### config.mk
export PLATFORM = sky130hd
export DESIGN_NAME = running_std_deviation
export DESIGN_NICKNAME = d
export VERILOG_FILES = /design/src/sv/rsd_pkg.sv /design/src/sv/rsd_div.sv /design/src/sv/rsd_sqrt.sv /design/src/sv/rsd_front.sv /design/src/sv/rsd_back.sv /design/src/sv/running_std_deviation.sv
export SDC_FILE = /design/constraint.sdc
export NUM_CORES = 2
export LEC_CHECK = 0
export ABC_AREA = 0
export ABC_CLOCK_PERIOD_IN_PS = 10300
export BUFFER_PORTS_ARGS = -buffer_cell sky130_fd_sc_hd__buf_2
export CAP_MARGIN = 25
export CORE_MARGIN = 2
export CORE_UTILIZATION = 45
export DETAILED_ROUTE_END_ITERATION = 12
export HOLD_SLACK_MARGIN = 0.15
export SLEW_MARGIN = 10
export SYNTH_ARGS = -nofsm -noshare
export SYNTH_HDL_FRONTEND = slang
export SYNTH_SLANG_ARGS = --single-unit
### constraint.sdc
create_clock -name clk -period 10.3 [get_ports clk]
set_clock_uncertainty 0.05 [all_clocks]
set_input_delay 1.545 -clock clk [delete_from_list [all_inputs] [get_ports clk]]
set_output_delay 1.545 -clock clk [all_outputs]
set_load 0.02 [all_outputs]
### src/sv/rsd_pkg.sv
package rsd_pkg;

  // Field widths fixed by the interface.
  localparam int FIELD_SAMPLE_WIDTH = 16;
  localparam int MERGE_COUNT_WIDTH  = 32;
  localparam int SUM_WIDTH          = 48;
  localparam int SQ_WIDTH           = 63;
  localparam int DEV_WIDTH          = 16;
  localparam int OUT_COUNT_WIDTH    = 32;

  // The squared sum is built from three half-width partial products.
  localparam int HALF_WIDTH     = SUM_WIDTH / 2;
  localparam int PROD_WIDTH     = 2 * HALF_WIDTH;
  localparam int SQUARE_WIDTH   = 2 * SUM_WIDTH;
  localparam int RADICAND_WIDTH = SQ_WIDTH + 1;
  localparam int ROOT_WIDTH     = RADICAND_WIDTH / 2;

  // Command queue between the front and the back.
  localparam int QUEUE_DEPTH = 2;
  localparam int QPTR_WIDTH  = $clog2(QUEUE_DEPTH);
  localparam int FILL_WIDTH  = $clog2(QUEUE_DEPTH + 1);

  typedef enum logic [1:0] {
    REQ_ADD    = 2'd0,
    REQ_MERGE  = 2'd1,
    REQ_CLEAR  = 2'd2,
    REQ_REPORT = 2'd3
  } req_type_t;

  typedef enum logic [1:0] {
    CMD_ACC    = 2'd0,
    CMD_CLEAR  = 2'd1,
    CMD_REPORT = 2'd2
  } cmd_t;

  typedef struct packed {
    req_type_t                             req_type;
    logic signed [FIELD_SAMPLE_WIDTH-1:0]  sample_value;
    logic        [MERGE_COUNT_WIDTH-1:0]   merge_count;
    logic signed [SUM_WIDTH-1:0]           merge_sum;
    logic        [SQ_WIDTH-1:0]            merge_sum_squares;
  } in_item_t;

  typedef struct packed {
    logic [DEV_WIDTH-1:0]       std_deviation;
    logic [OUT_COUNT_WIDTH-1:0] sample_count;
  } out_item_t;

  // One classified command: an add and a merge both become deltas.
  typedef struct packed {
    cmd_t                          cmd;
    logic [MERGE_COUNT_WIDTH-1:0]  cnt_delta;
    logic signed [SUM_WIDTH-1:0]   sum_delta;
    logic [SQ_WIDTH-1:0]           sq_delta;
  } q_entry_t;

endpackage

### src/sv/rsd_div.sv
module rsd_div #(
  parameter int DIVIDEND_WIDTH = 96,
  parameter int DIVISOR_WIDTH  = 32
) (
  input  logic                      clk,
  input  logic                      rst,
  input  logic                      start,
  input  logic [DIVIDEND_WIDTH-1:0] dividend,
  input  logic [DIVISOR_WIDTH-1:0]  divisor,
  output logic [DIVIDEND_WIDTH-1:0] quotient,
  output logic                      done
);
  import rsd_pkg::*;

  localparam int CNT_WIDTH = $clog2(DIVIDEND_WIDTH);

  // Restoring division, one quotient bit per cycle. The dividend shifts out
  // of the top of work while quotient bits shift in at the bottom.
  logic [DIVIDEND_WIDTH-1:0] work;
  logic [DIVISOR_WIDTH-1:0]  rem;
  logic [DIVISOR_WIDTH-1:0]  dvsr;
  logic [CNT_WIDTH-1:0]      cnt;
  logic                      busy;

  logic [DIVISOR_WIDTH:0] trial;
  logic [DIVISOR_WIDTH:0] trial_sub;
  logic                   take;

  always_comb begin
    trial     = {rem, work[DIVIDEND_WIDTH-1]};
    trial_sub = trial - {1'b0, dvsr};
    take      = (trial >= {1'b0, dvsr});
  end

  always_ff @(posedge clk) begin
    if (rst) begin
      busy <= 1'b0;
      done <= 1'b0;
    end else begin
      done <= 1'b0;
      if (start) begin
        work <= dividend;
        rem  <= '0;
        dvsr <= divisor;
        cnt  <= CNT_WIDTH'(DIVIDEND_WIDTH - 1);
        busy <= 1'b1;
      end else if (busy) begin
        work <= {work[DIVIDEND_WIDTH-2:0], take};
        rem  <= take ? trial_sub[DIVISOR_WIDTH-1:0] : trial[DIVISOR_WIDTH-1:0];
        if (cnt == '0) begin
          busy <= 1'b0;
          done <= 1'b1;
        end else begin
          cnt <= cnt - CNT_WIDTH'(1);
        end
      end
    end
  end

  assign quotient = work;

endmodule

### src/sv/rsd_sqrt.sv
module rsd_sqrt #(
  parameter int RADICAND_WIDTH = 64
) (
  input  logic                        clk,
  input  logic                        rst,
  input  logic                        start,
  input  logic [RADICAND_WIDTH-1:0]   radicand,
  output logic [RADICAND_WIDTH/2-1:0] root,
  output logic                        done
);
  import rsd_pkg::*;

  localparam int RT_WIDTH  = RADICAND_WIDTH / 2;
  localparam int CNT_WIDTH = $clog2(RT_WIDTH);

  // Digit-by-digit integer square root, one root bit per cycle.
  logic [RADICAND_WIDTH-1:0] val;
  logic [RT_WIDTH-1:0]       rt;
  logic [RT_WIDTH+1:0]       rem;
  logic [CNT_WIDTH-1:0]      cnt;
  logic                      busy;

  logic [RT_WIDTH+3:0] shifted;
  logic [RT_WIDTH+3:0] trial;
  logic [RT_WIDTH+3:0] shifted_sub;
  logic                take;

  always_comb begin
    shifted     = {rem, val[RADICAND_WIDTH-1 -: 2]};
    trial       = {2'b00, rt, 2'b01};
    shifted_sub = shifted - trial;
    take        = (shifted >= trial);
  end

  always_ff @(posedge clk) begin
    if (rst) begin
      busy <= 1'b0;
      done <= 1'b0;
    end else begin
      done <= 1'b0;
      if (start) begin
        val  <= radicand;
        rt   <= '0;
        rem  <= '0;
        cnt  <= CNT_WIDTH'(RT_WIDTH - 1);
        busy <= 1'b1;
      end else if (busy) begin
        val <= {val[RADICAND_WIDTH-3:0], 2'b00};
        rem <= take ? shifted_sub[RT_WIDTH+1:0] : shifted[RT_WIDTH+1:0];
        rt  <= {rt[RT_WIDTH-2:0], take};
        if (cnt == '0) begin
          busy <= 1'b0;
          done <= 1'b1;
        end else begin
          cnt <= cnt - CNT_WIDTH'(1);
        end
      end
    end
  end

  assign root = rt;

endmodule

### src/sv/rsd_front.sv
module rsd_front #(
  parameter int SAMPLE_WIDTH = 16
) (
  input  logic              clk,
  input  logic              rst,
  input  logic              req_valid,
  output logic              req_ready,
  input  rsd_pkg::in_item_t req,
  output logic              head_valid,
  input  logic              head_pop,
  output rsd_pkg::q_entry_t head
);
  import rsd_pkg::*;

  localparam int MAG_SQ_WIDTH = 2 * SAMPLE_WIDTH;

  logic signed [SAMPLE_WIDTH-1:0] sample_s;
  logic        [SAMPLE_WIDTH-1:0] sample_mag;
  logic        [MAG_SQ_WIDTH-1:0] sample_sq;
  q_entry_t                       entry;

  q_entry_t             queue_mem [QUEUE_DEPTH];
  logic [QPTR_WIDTH-1:0] wptr;
  logic [QPTR_WIDTH-1:0] rptr;
  logic [FILL_WIDTH-1:0] fill;
  logic                  push;
  logic                  pop;

  // Classify the beat: a sample and a merge both turn into deltas for the
  // three accumulators, so the back end has a single accumulate command.
  always_comb begin
    sample_s   = $signed(SAMPLE_WIDTH'($unsigned(req.sample_value)));
    sample_mag = sample_s[SAMPLE_WIDTH-1] ? $unsigned(-sample_s) : $unsigned(sample_s);
    sample_sq  = MAG_SQ_WIDTH'(sample_mag) * MAG_SQ_WIDTH'(sample_mag);
    entry      = '0;
    unique case (req.req_type)
      REQ_ADD: begin
        entry.cmd       = CMD_ACC;
        entry.cnt_delta = MERGE_COUNT_WIDTH'(1);
        entry.sum_delta = SUM_WIDTH'(sample_s);
        entry.sq_delta  = SQ_WIDTH'(sample_sq);
      end
      REQ_MERGE: begin
        entry.cmd       = CMD_ACC;
        entry.cnt_delta = req.merge_count;
        entry.sum_delta = req.merge_sum;
        entry.sq_delta  = req.merge_sum_squares;
      end
      REQ_CLEAR:  entry.cmd = CMD_CLEAR;
      REQ_REPORT: entry.cmd = CMD_REPORT;
    endcase
  end

  assign req_ready  = (fill != FILL_WIDTH'(QUEUE_DEPTH)) && !rst;
  assign head_valid = (fill != '0);
  assign head       = queue_mem[rptr];
  assign push       = req_valid && req_ready;
  assign pop        = head_pop && head_valid;

  always_ff @(posedge clk) begin
    if (push) begin
      queue_mem[wptr] <= entry;
    end
  end

  always_ff @(posedge clk) begin
    if (rst) begin
      wptr <= '0;
      rptr <= '0;
      fill <= '0;
    end else begin
      if (push) begin
        wptr <= (wptr == QPTR_WIDTH'(QUEUE_DEPTH - 1)) ? '0 : wptr + QPTR_WIDTH'(1);
      end
      if (pop) begin
        rptr <= (rptr == QPTR_WIDTH'(QUEUE_DEPTH - 1)) ? '0 : rptr + QPTR_WIDTH'(1);
      end
      if (push && !pop) begin
        fill <= fill + FILL_WIDTH'(1);
      end else if (pop && !push) begin
        fill <= fill - FILL_WIDTH'(1);
      end
    end
  end

endmodule

### src/sv/rsd_back.sv
module rsd_back #(
  parameter int COUNT_WIDTH = 32
) (
  input  logic               clk,
  input  logic               rst,
  input  logic               head_valid,
  input  rsd_pkg::q_entry_t  head,
  output logic               head_pop,
  output logic               rpt_valid,
  input  logic               rpt_ready,
  output rsd_pkg::out_item_t rpt
);
  import rsd_pkg::*;

  localparam int CNT_EXT_WIDTH = MERGE_COUNT_WIDTH + 1;
  localparam int SUM_EXT_WIDTH = SUM_WIDTH + 1;
  localparam int SQ_EXT_WIDTH  = SQ_WIDTH + 1;
  localparam logic [COUNT_WIDTH-1:0]  COUNT_MAX = '1;
  localparam logic signed [SUM_WIDTH-1:0] SUM_MAX = {1'b0, {(SUM_WIDTH-1){1'b1}}};
  localparam logic signed [SUM_WIDTH-1:0] SUM_MIN = {1'b1, {(SUM_WIDTH-1){1'b0}}};
  localparam logic [SQ_WIDTH-1:0] SQ_MAX = '1;

  typedef enum logic [5:0] {
    ST_IDLE    = 6'b000001,
    ST_SQUARE  = 6'b000010,
    ST_DIV_Q   = 6'b000100,
    ST_DIV_VAR = 6'b001000,
    ST_ROOT    = 6'b010000,
    ST_HOLD    = 6'b100000
  } state_t;

  state_t state;

  logic [COUNT_WIDTH-1:0]      acc_count;
  logic signed [SUM_WIDTH-1:0] acc_sum;
  logic [SQ_WIDTH-1:0]         acc_sum_squares;

  logic [COUNT_WIDTH-1:0]      acc_count_next;
  logic signed [SUM_WIDTH-1:0] acc_sum_next;
  logic [SQ_WIDTH-1:0]         acc_sum_squares_next;

  logic [CNT_EXT_WIDTH-1:0]        cnt_total;
  logic signed [SUM_EXT_WIDTH-1:0] sum_total;
  logic [SQ_EXT_WIDTH-1:0]         sq_total;

  logic [1:0]              step;
  logic [SUM_WIDTH-1:0]    mag;
  logic [HALF_WIDTH-1:0]   mul_a;
  logic [HALF_WIDTH-1:0]   mul_b;
  logic [PROD_WIDTH-1:0]   prod;
  logic [SQUARE_WIDTH-1:0] square;
  logic [DEV_WIDTH-1:0]    result;

  logic                      div_start;
  logic [SQUARE_WIDTH-1:0]   div_dividend;
  logic [SQUARE_WIDTH-1:0]   div_quotient;
  logic                      div_done;
  logic                      quot_fits;

  logic                      sqrt_start;
  logic [RADICAND_WIDTH-1:0] sqrt_radicand;
  logic [ROOT_WIDTH-1:0]     sqrt_root;
  logic                      sqrt_done;

  // Saturating accumulate of the deltas at the head of the queue.
  always_comb begin
    cnt_total = CNT_EXT_WIDTH'(acc_count) + CNT_EXT_WIDTH'(head.cnt_delta);
    sum_total = SUM_EXT_WIDTH'(acc_sum) + SUM_EXT_WIDTH'(head.sum_delta);
    sq_total  = SQ_EXT_WIDTH'(acc_sum_squares) + SQ_EXT_WIDTH'(head.sq_delta);

    acc_count_next = (cnt_total > CNT_EXT_WIDTH'(COUNT_MAX)) ?
                     COUNT_MAX : cnt_total[COUNT_WIDTH-1:0];
    if (sum_total[SUM_WIDTH] != sum_total[SUM_WIDTH-1]) begin
      acc_sum_next = sum_total[SUM_WIDTH] ? SUM_MIN : SUM_MAX;
    end else begin
      acc_sum_next = sum_total[SUM_WIDTH-1:0];
    end
    acc_sum_squares_next = sq_total[SQ_WIDTH] ? SQ_MAX : sq_total[SQ_WIDTH-1:0];
  end

  // Operand selection for the shared half-width multiplier.
  always_comb begin
    unique case (step)
      2'd0:    begin mul_a = mag[SUM_WIDTH-1:HALF_WIDTH]; mul_b = mag[SUM_WIDTH-1:HALF_WIDTH]; end
      2'd1:    begin mul_a = mag[SUM_WIDTH-1:HALF_WIDTH]; mul_b = mag[HALF_WIDTH-1:0]; end
      default: begin mul_a = mag[HALF_WIDTH-1:0];         mul_b = mag[HALF_WIDTH-1:0]; end
    endcase
  end

  assign quot_fits = !(|div_quotient[SQUARE_WIDTH-1:SQ_WIDTH]) &&
                     (div_quotient[SQ_WIDTH-1:0] <= acc_sum_squares);

  assign head_pop = (state == ST_IDLE) && head_valid;

  always_ff @(posedge clk) begin
    if (rst) begin
      state           <= ST_IDLE;
      acc_count       <= '0;
      acc_sum         <= '0;
      acc_sum_squares <= '0;
      div_start       <= 1'b0;
      sqrt_start      <= 1'b0;
      rpt_valid       <= 1'b0;
    end else begin
      div_start  <= 1'b0;
      sqrt_start <= 1'b0;
      if (rpt_valid && rpt_ready) begin
        rpt_valid <= 1'b0;
      end
      unique case (state)
        ST_IDLE: begin
          if (head_valid) begin
            unique case (head.cmd)
              CMD_ACC: begin
                acc_count       <= acc_count_next;
                acc_sum         <= acc_sum_next;
                acc_sum_squares <= acc_sum_squares_next;
              end
              CMD_CLEAR: begin
                acc_count       <= '0;
                acc_sum         <= '0;
                acc_sum_squares <= '0;
              end
              CMD_REPORT: begin
                if (acc_count == '0) begin
                  result <= '0;
                  state  <= ST_HOLD;
                end else begin
                  mag   <= acc_sum[SUM_WIDTH-1] ? $unsigned(-acc_sum) : $unsigned(acc_sum);
                  step  <= 2'd0;
                  state <= ST_SQUARE;
                end
              end
              default: ;
            endcase
          end
        end
        ST_SQUARE: begin
          step <= step + 2'd1;
          prod <= PROD_WIDTH'(mul_a) * PROD_WIDTH'(mul_b);
          unique case (step)
            2'd0: square <= '0;
            2'd1: square <= SQUARE_WIDTH'(prod) << (2 * HALF_WIDTH);
            2'd2: square <= square + (SQUARE_WIDTH'(prod) << (HALF_WIDTH + 1));
            2'd3: begin
              div_dividend <= square + SQUARE_WIDTH'(prod);
              div_start    <= 1'b1;
              state        <= ST_DIV_Q;
            end
          endcase
        end
        ST_DIV_Q: begin
          if (div_done) begin
            if (quot_fits) begin
              div_dividend <= SQUARE_WIDTH'(acc_sum_squares - div_quotient[SQ_WIDTH-1:0]);
              div_start    <= 1'b1;
              state        <= ST_DIV_VAR;
            end else begin
              result <= '0;
              state  <= ST_HOLD;
            end
          end
        end
        ST_DIV_VAR: begin
          if (div_done) begin
            sqrt_radicand <= RADICAND_WIDTH'(div_quotient[SQ_WIDTH-1:0]);
            sqrt_start    <= 1'b1;
            state         <= ST_ROOT;
          end
        end
        ST_ROOT: begin
          if (sqrt_done) begin
            result <= (|sqrt_root[ROOT_WIDTH-1:DEV_WIDTH]) ? '1 : sqrt_root[DEV_WIDTH-1:0];
            state  <= ST_HOLD;
          end
        end
        ST_HOLD: begin
          if (!rpt_valid || rpt_ready) begin
            rpt_valid         <= 1'b1;
            rpt.std_deviation <= result;
            rpt.sample_count  <= OUT_COUNT_WIDTH'(acc_count);
            state             <= ST_IDLE;
          end
        end
        default: state <= ST_IDLE;
      endcase
    end
  end

  rsd_div #(
    .DIVIDEND_WIDTH (SQUARE_WIDTH),
    .DIVISOR_WIDTH  (COUNT_WIDTH)
  ) u_div (
    .clk      (clk),
    .rst      (rst),
    .start    (div_start),
    .dividend (div_dividend),
    .divisor  (acc_count),
    .quotient (div_quotient),
    .done     (div_done)
  );

  rsd_sqrt #(
    .RADICAND_WIDTH (RADICAND_WIDTH)
  ) u_sqrt (
    .clk      (clk),
    .rst      (rst),
    .start    (sqrt_start),
    .radicand (sqrt_radicand),
    .root     (sqrt_root),
    .done     (sqrt_done)
  );

endmodule

### src/sv/running_std_deviation.sv
// Channel   Direction  Handshake               Beat
// req       in         req_valid / req_ready   add, merge, clear or report request
// rpt       out        rpt_valid / rpt_ready   deviation and count, one per report
//
// Add, merge and clear beats are taken one per cycle while the back end is idle;
// each retires without leaving the idle state, so they stream at full rate
// through the two-entry queue. An empty-accumulator report goes straight to the
// output; otherwise it runs a four-step squaring of the sum, one or two 96-step
// passes of the shared restoring divider and, if both ran, a 32-step square root.
// Reset is synchronous and clears the accumulators, the queue and the output.
// Requests queue up behind a report; the front stalls only when the queue fills.
module running_std_deviation #(
  parameter int SAMPLE_WIDTH = 16,
  parameter int COUNT_WIDTH  = 32
) (
  input  logic               clk,
  input  logic               rst,
  input  logic               req_valid,
  output logic               req_ready,
  input  rsd_pkg::in_item_t  req,
  output logic               rpt_valid,
  input  logic               rpt_ready,
  output rsd_pkg::out_item_t rpt
);
  import rsd_pkg::*;

  // The front end decodes each request beat, squares the sample and pushes
  // one accumulate, clear or report command into a small queue. The back end
  // owns the accumulators and the report sequencer, so a long report never
  // blocks the producer until the queue is full.
  logic     head_valid;
  logic     head_pop;
  q_entry_t head;

  rsd_front #(
    .SAMPLE_WIDTH (SAMPLE_WIDTH)
  ) u_front (
    .clk        (clk),
    .rst        (rst),
    .req_valid  (req_valid),
    .req_ready  (req_ready),
    .req        (req),
    .head_valid (head_valid),
    .head_pop   (head_pop),
    .head       (head)
  );

  // The back end drains one command per cycle while idle; a report holds the
  // accumulators steady until its result sits in the output register.
  rsd_back #(
    .COUNT_WIDTH (COUNT_WIDTH)
  ) u_back (
    .clk        (clk),
    .rst        (rst),
    .head_valid (head_valid),
    .head       (head),
    .head_pop   (head_pop),
    .rpt_valid  (rpt_valid),
    .rpt_ready  (rpt_ready),
    .rpt        (rpt)
  );

endmodule

==> results by group <==
Clocking
  – Skew-Pair Late Insertion Delay: 800 ps
  – Htree depth: 4
  – CTS Buf Count: about 130
  – Root Driver: clkbuf_16
  – Worst-path clk slew: around 60 ps
  – Clk sinks: between 1000 and 1500
  – CTS tree: yes
  – Bufs on Longest Clock Path: 3
  – CTS Hold Bufs: 0
  – Resize count post-CTS: 0
  – Post-CTS Setup Bufs: 0

Layout
  – Share of layout cells above drive strength 1: 9.91%
  – Area grow syn2layout: 9.63%
  – Cell area after layout: between 90000 and 100000 µm²
  – Leading cell type in the layout, fill and taps excluded: inv_1
  – Final net count: roughly 11000
  – Commonest cells after routing, fill and taps aside: 1024 x inv_1, 984 x edfxtp_1, 962 x nand2_1

Logic synthesis
  – Post-synthesis mux area share: a little under 5%
  – Number of synthesized register bits: roughly 1100
  – Synth cell types: between 90 and 100
  – EDFF count, synth: around 1000
  – Seq/Total Area, Yosys: 36.3%
  – Syn. warnings: 0
  – Mapped Area: roughly 90000 µm²
  – Area contributors post-synth: edfxtp_1 33%, fa_1 15%, ha_1 8.7%
  – Post-synthesis xor/xnor area fraction: roughly 4.9%
  – Main combinational cell family by area after synthesis: adder cells
  – Mapped Cells: between 9000 and 10000
  – Compound-Gate Fraction of Synth Area: 12.5%
  – Post-Synth Simple-Gate Area: approximately an eighth
  – Post-synthesis adder-cell area fraction: about 23%
  – Synth Area per Inst: ~10 µm²
  – Ys flop type: edfxtp_1
  – Synth top area share: approximately a third
  – FFs w/ async S/R, synth: 0%
  – Most area-hungry cell type in the Yosys netlist: edfxtp_1

Detailed routing
  – Final antenna-violating net count: 0
  – DR iter-0 viols: 5006
  – DRT Pass-1 Iters: 6
  – DRT Wirelength: around 250000 µm
  – Via/cell ratio: ~5.5
  – DRC violations left: 0
  – Vias: 66100
  – Routed wire per std cell: roughly 21 µm

Timing
  – Setup violators final: 0
  – Hold violation count in the final report: 0
  – Post-route minimum period: 9590 ps
  – Hold Worst Slack: between 300 and 400 ps
  – Max Clk Rate: roughly 100 MHz
  – Final worst path period share: around 93%
  – Worst Tran Pin Value: approximately 1100 ps
  – Final Max Slew Viols: 0
  – RSZ-0062 raised after global routing: no
  – Worst slew margin: between 20% and 30%
  – Setup Total Neg Slack: 0 ps

Run status
  – Status: completed

Floorplan
  – Core area: approximately 200000 µm²
  – Rows: around 160
  – Die outline area: around 200000 µm²
  – Num ports: about 220
  – Die Wd: 452 µm
  – Die height: 452 µm
  – Initial Util: 45.2%

Placed design
  – # port buffers: between 200 and 250
  – Placer Congestion: ~0.96
  – DP HPWL: about 190000 µm
  – Placed Area: approximately 95000 µm²

Global routing
  – Total gr overflow: 0
  – Number of antenna violations at the first check in global routing: 6
  – GRT Util Overall: about a quarter
  – Number of global-route vias before repair: ~67000
  – First-pass GRT wire length: ~390000 µm
  – Largest net degree at the start of global routing: 128

Job
  – Maxcap violations: 0

Critical path
  – Worst setup EP type: register
  – Critical-path maximum fanout: 22
  – WP data arrival: about 10000 ps
  – R2R cell count: 26
  – Setup CP Type: reg -> reg
  – Critical Path RT: between 10000 and 15000 ps
  – CP startpoint kind: register

Min path
  – WHS Path Cells: 0
  – Hold Crit Class: reg -> reg
-- path summary, 6_finish.rpt --
| path | startpoint | to | slack [ps] |
|---|---|---|---|
| max | u_back.step[0] | u_back.prod[46] | 710 |
| min reg2reg | u_back.result[8] | u_back.rpt[40] | 370 |
| min | u_back.result[8] | u_back.rpt[40] | 370 |
| max reg2reg | u_back.step[0] | u_back.prod[46] | 710 |
-- cell families after synthesis --
kind of cell,Yosys count
flip-flops,1145
multiplexers,412
buffers and inverters,1382
AND/OR/NAND/NOR,2513
XOR/XNOR,505
AO/OA/AOI/OAI,1779
other,2
adder cells (fa/ha/maj),1278
-- routing by layer --
metal / share of wire, % / routed length (µm) / vias to the layer above / GRT usage, %
met2: 47 / 117000 / 2003 / 40.1
met4: 3.5 / 8700 / 2 / 8.30
li1: - / - / 31300 / -
met1: 44 / 110000 / 32500 / 32.9
met3: 5.7 / 14400 / 427 / 3.47
met5: 0.0052 / 13 / - / 0
-- cell usage after synthesis, types with 49 or more instances --
library cell and count:
a21o_1 289, a21oi_1 461, o21bai_1 56, xnor2_1 317
o21a_1 56, mux2i_1 127, xor2_1 187, and3_1 58
dfxtp_1 161, fa_1 654, o21ai_0 508, nand2_1 963
nor2_1 837, nand2b_1 62, ha_1 624, nand3_1 117
nand4_1 78, nor3_1 73, mux2_2 285, inv_1 1024
nor2b_1 66, edfxtp_1 984, and2_1 101, clkbuf_1 324
a31oi_1 49
-- per-stage QoR --
step | instances | worst slack [ps] | util, %
floorplan | 9025 | 581 | -
global placement | 11700 | 286 | 47.4
detailed placement | 11700 | 185 | 47.4
CTS | 11900 | 764 | 49.6
global route | 11900 | 325 | 49.6
finish | 11900 | 712 | 49.6
-- registers in the layout, indices dropped and copies added (netlist names), 34 cells and up, named ones only --
name	cells
u_back.square	71
u_back.prod	48
u_back.u_div.quotient	96
u_back.acc_sum	48
u_back.sqrt_radicand	63
u_front.queue_mem	290
u_back.u_sqrt.val	64
u_back.u_sqrt.rem	34
u_back.acc_sum_squares	63
u_back.mag	48
u_back.div_dividend	96
u_back.rpt	48
-- worst max-delay path, cell delays in order, from the launching register on --
cell       delay (ps)
edfxtp_1          440
ha_1              460
nor2_4            530
buf_4             410
mux2i_1           660
nor2_1            150
fa_1              510
fa_1              550
inv_1              70
fa_1              510
fa_1              510
inv_1              50
fa_1              470
fa_1              520
fa_1              490
ha_1              380
a21oi_1           170
o21ai_0           120
a21oi_1           120
o21ai_0           190
o21ai_0           500
a211oi_1          220
o211ai_1          300
o21ai_0           190
a2111oi_0         450
o21bai_1          120
xor2_1            160
-- cell type report --
type / count / area, µm²
Inverter: 1032 / 3870
Sequential cell: 1145 / 32800
Fill cell: 18200 / 101000
Antenna cell: 2 / 5.00
Tap cell: 2656 / 3320
Multi-Input combinational cell: 6498 / 52500
Timing Repair Buffer: 341 / 2080
Clock buffer: 172 / 3620
Clock inverter: 73 / 757
Power is left out: the tool's default activity adds up to more than one toggle a clock period on the data nets, which glitch-free logic cannot reach.
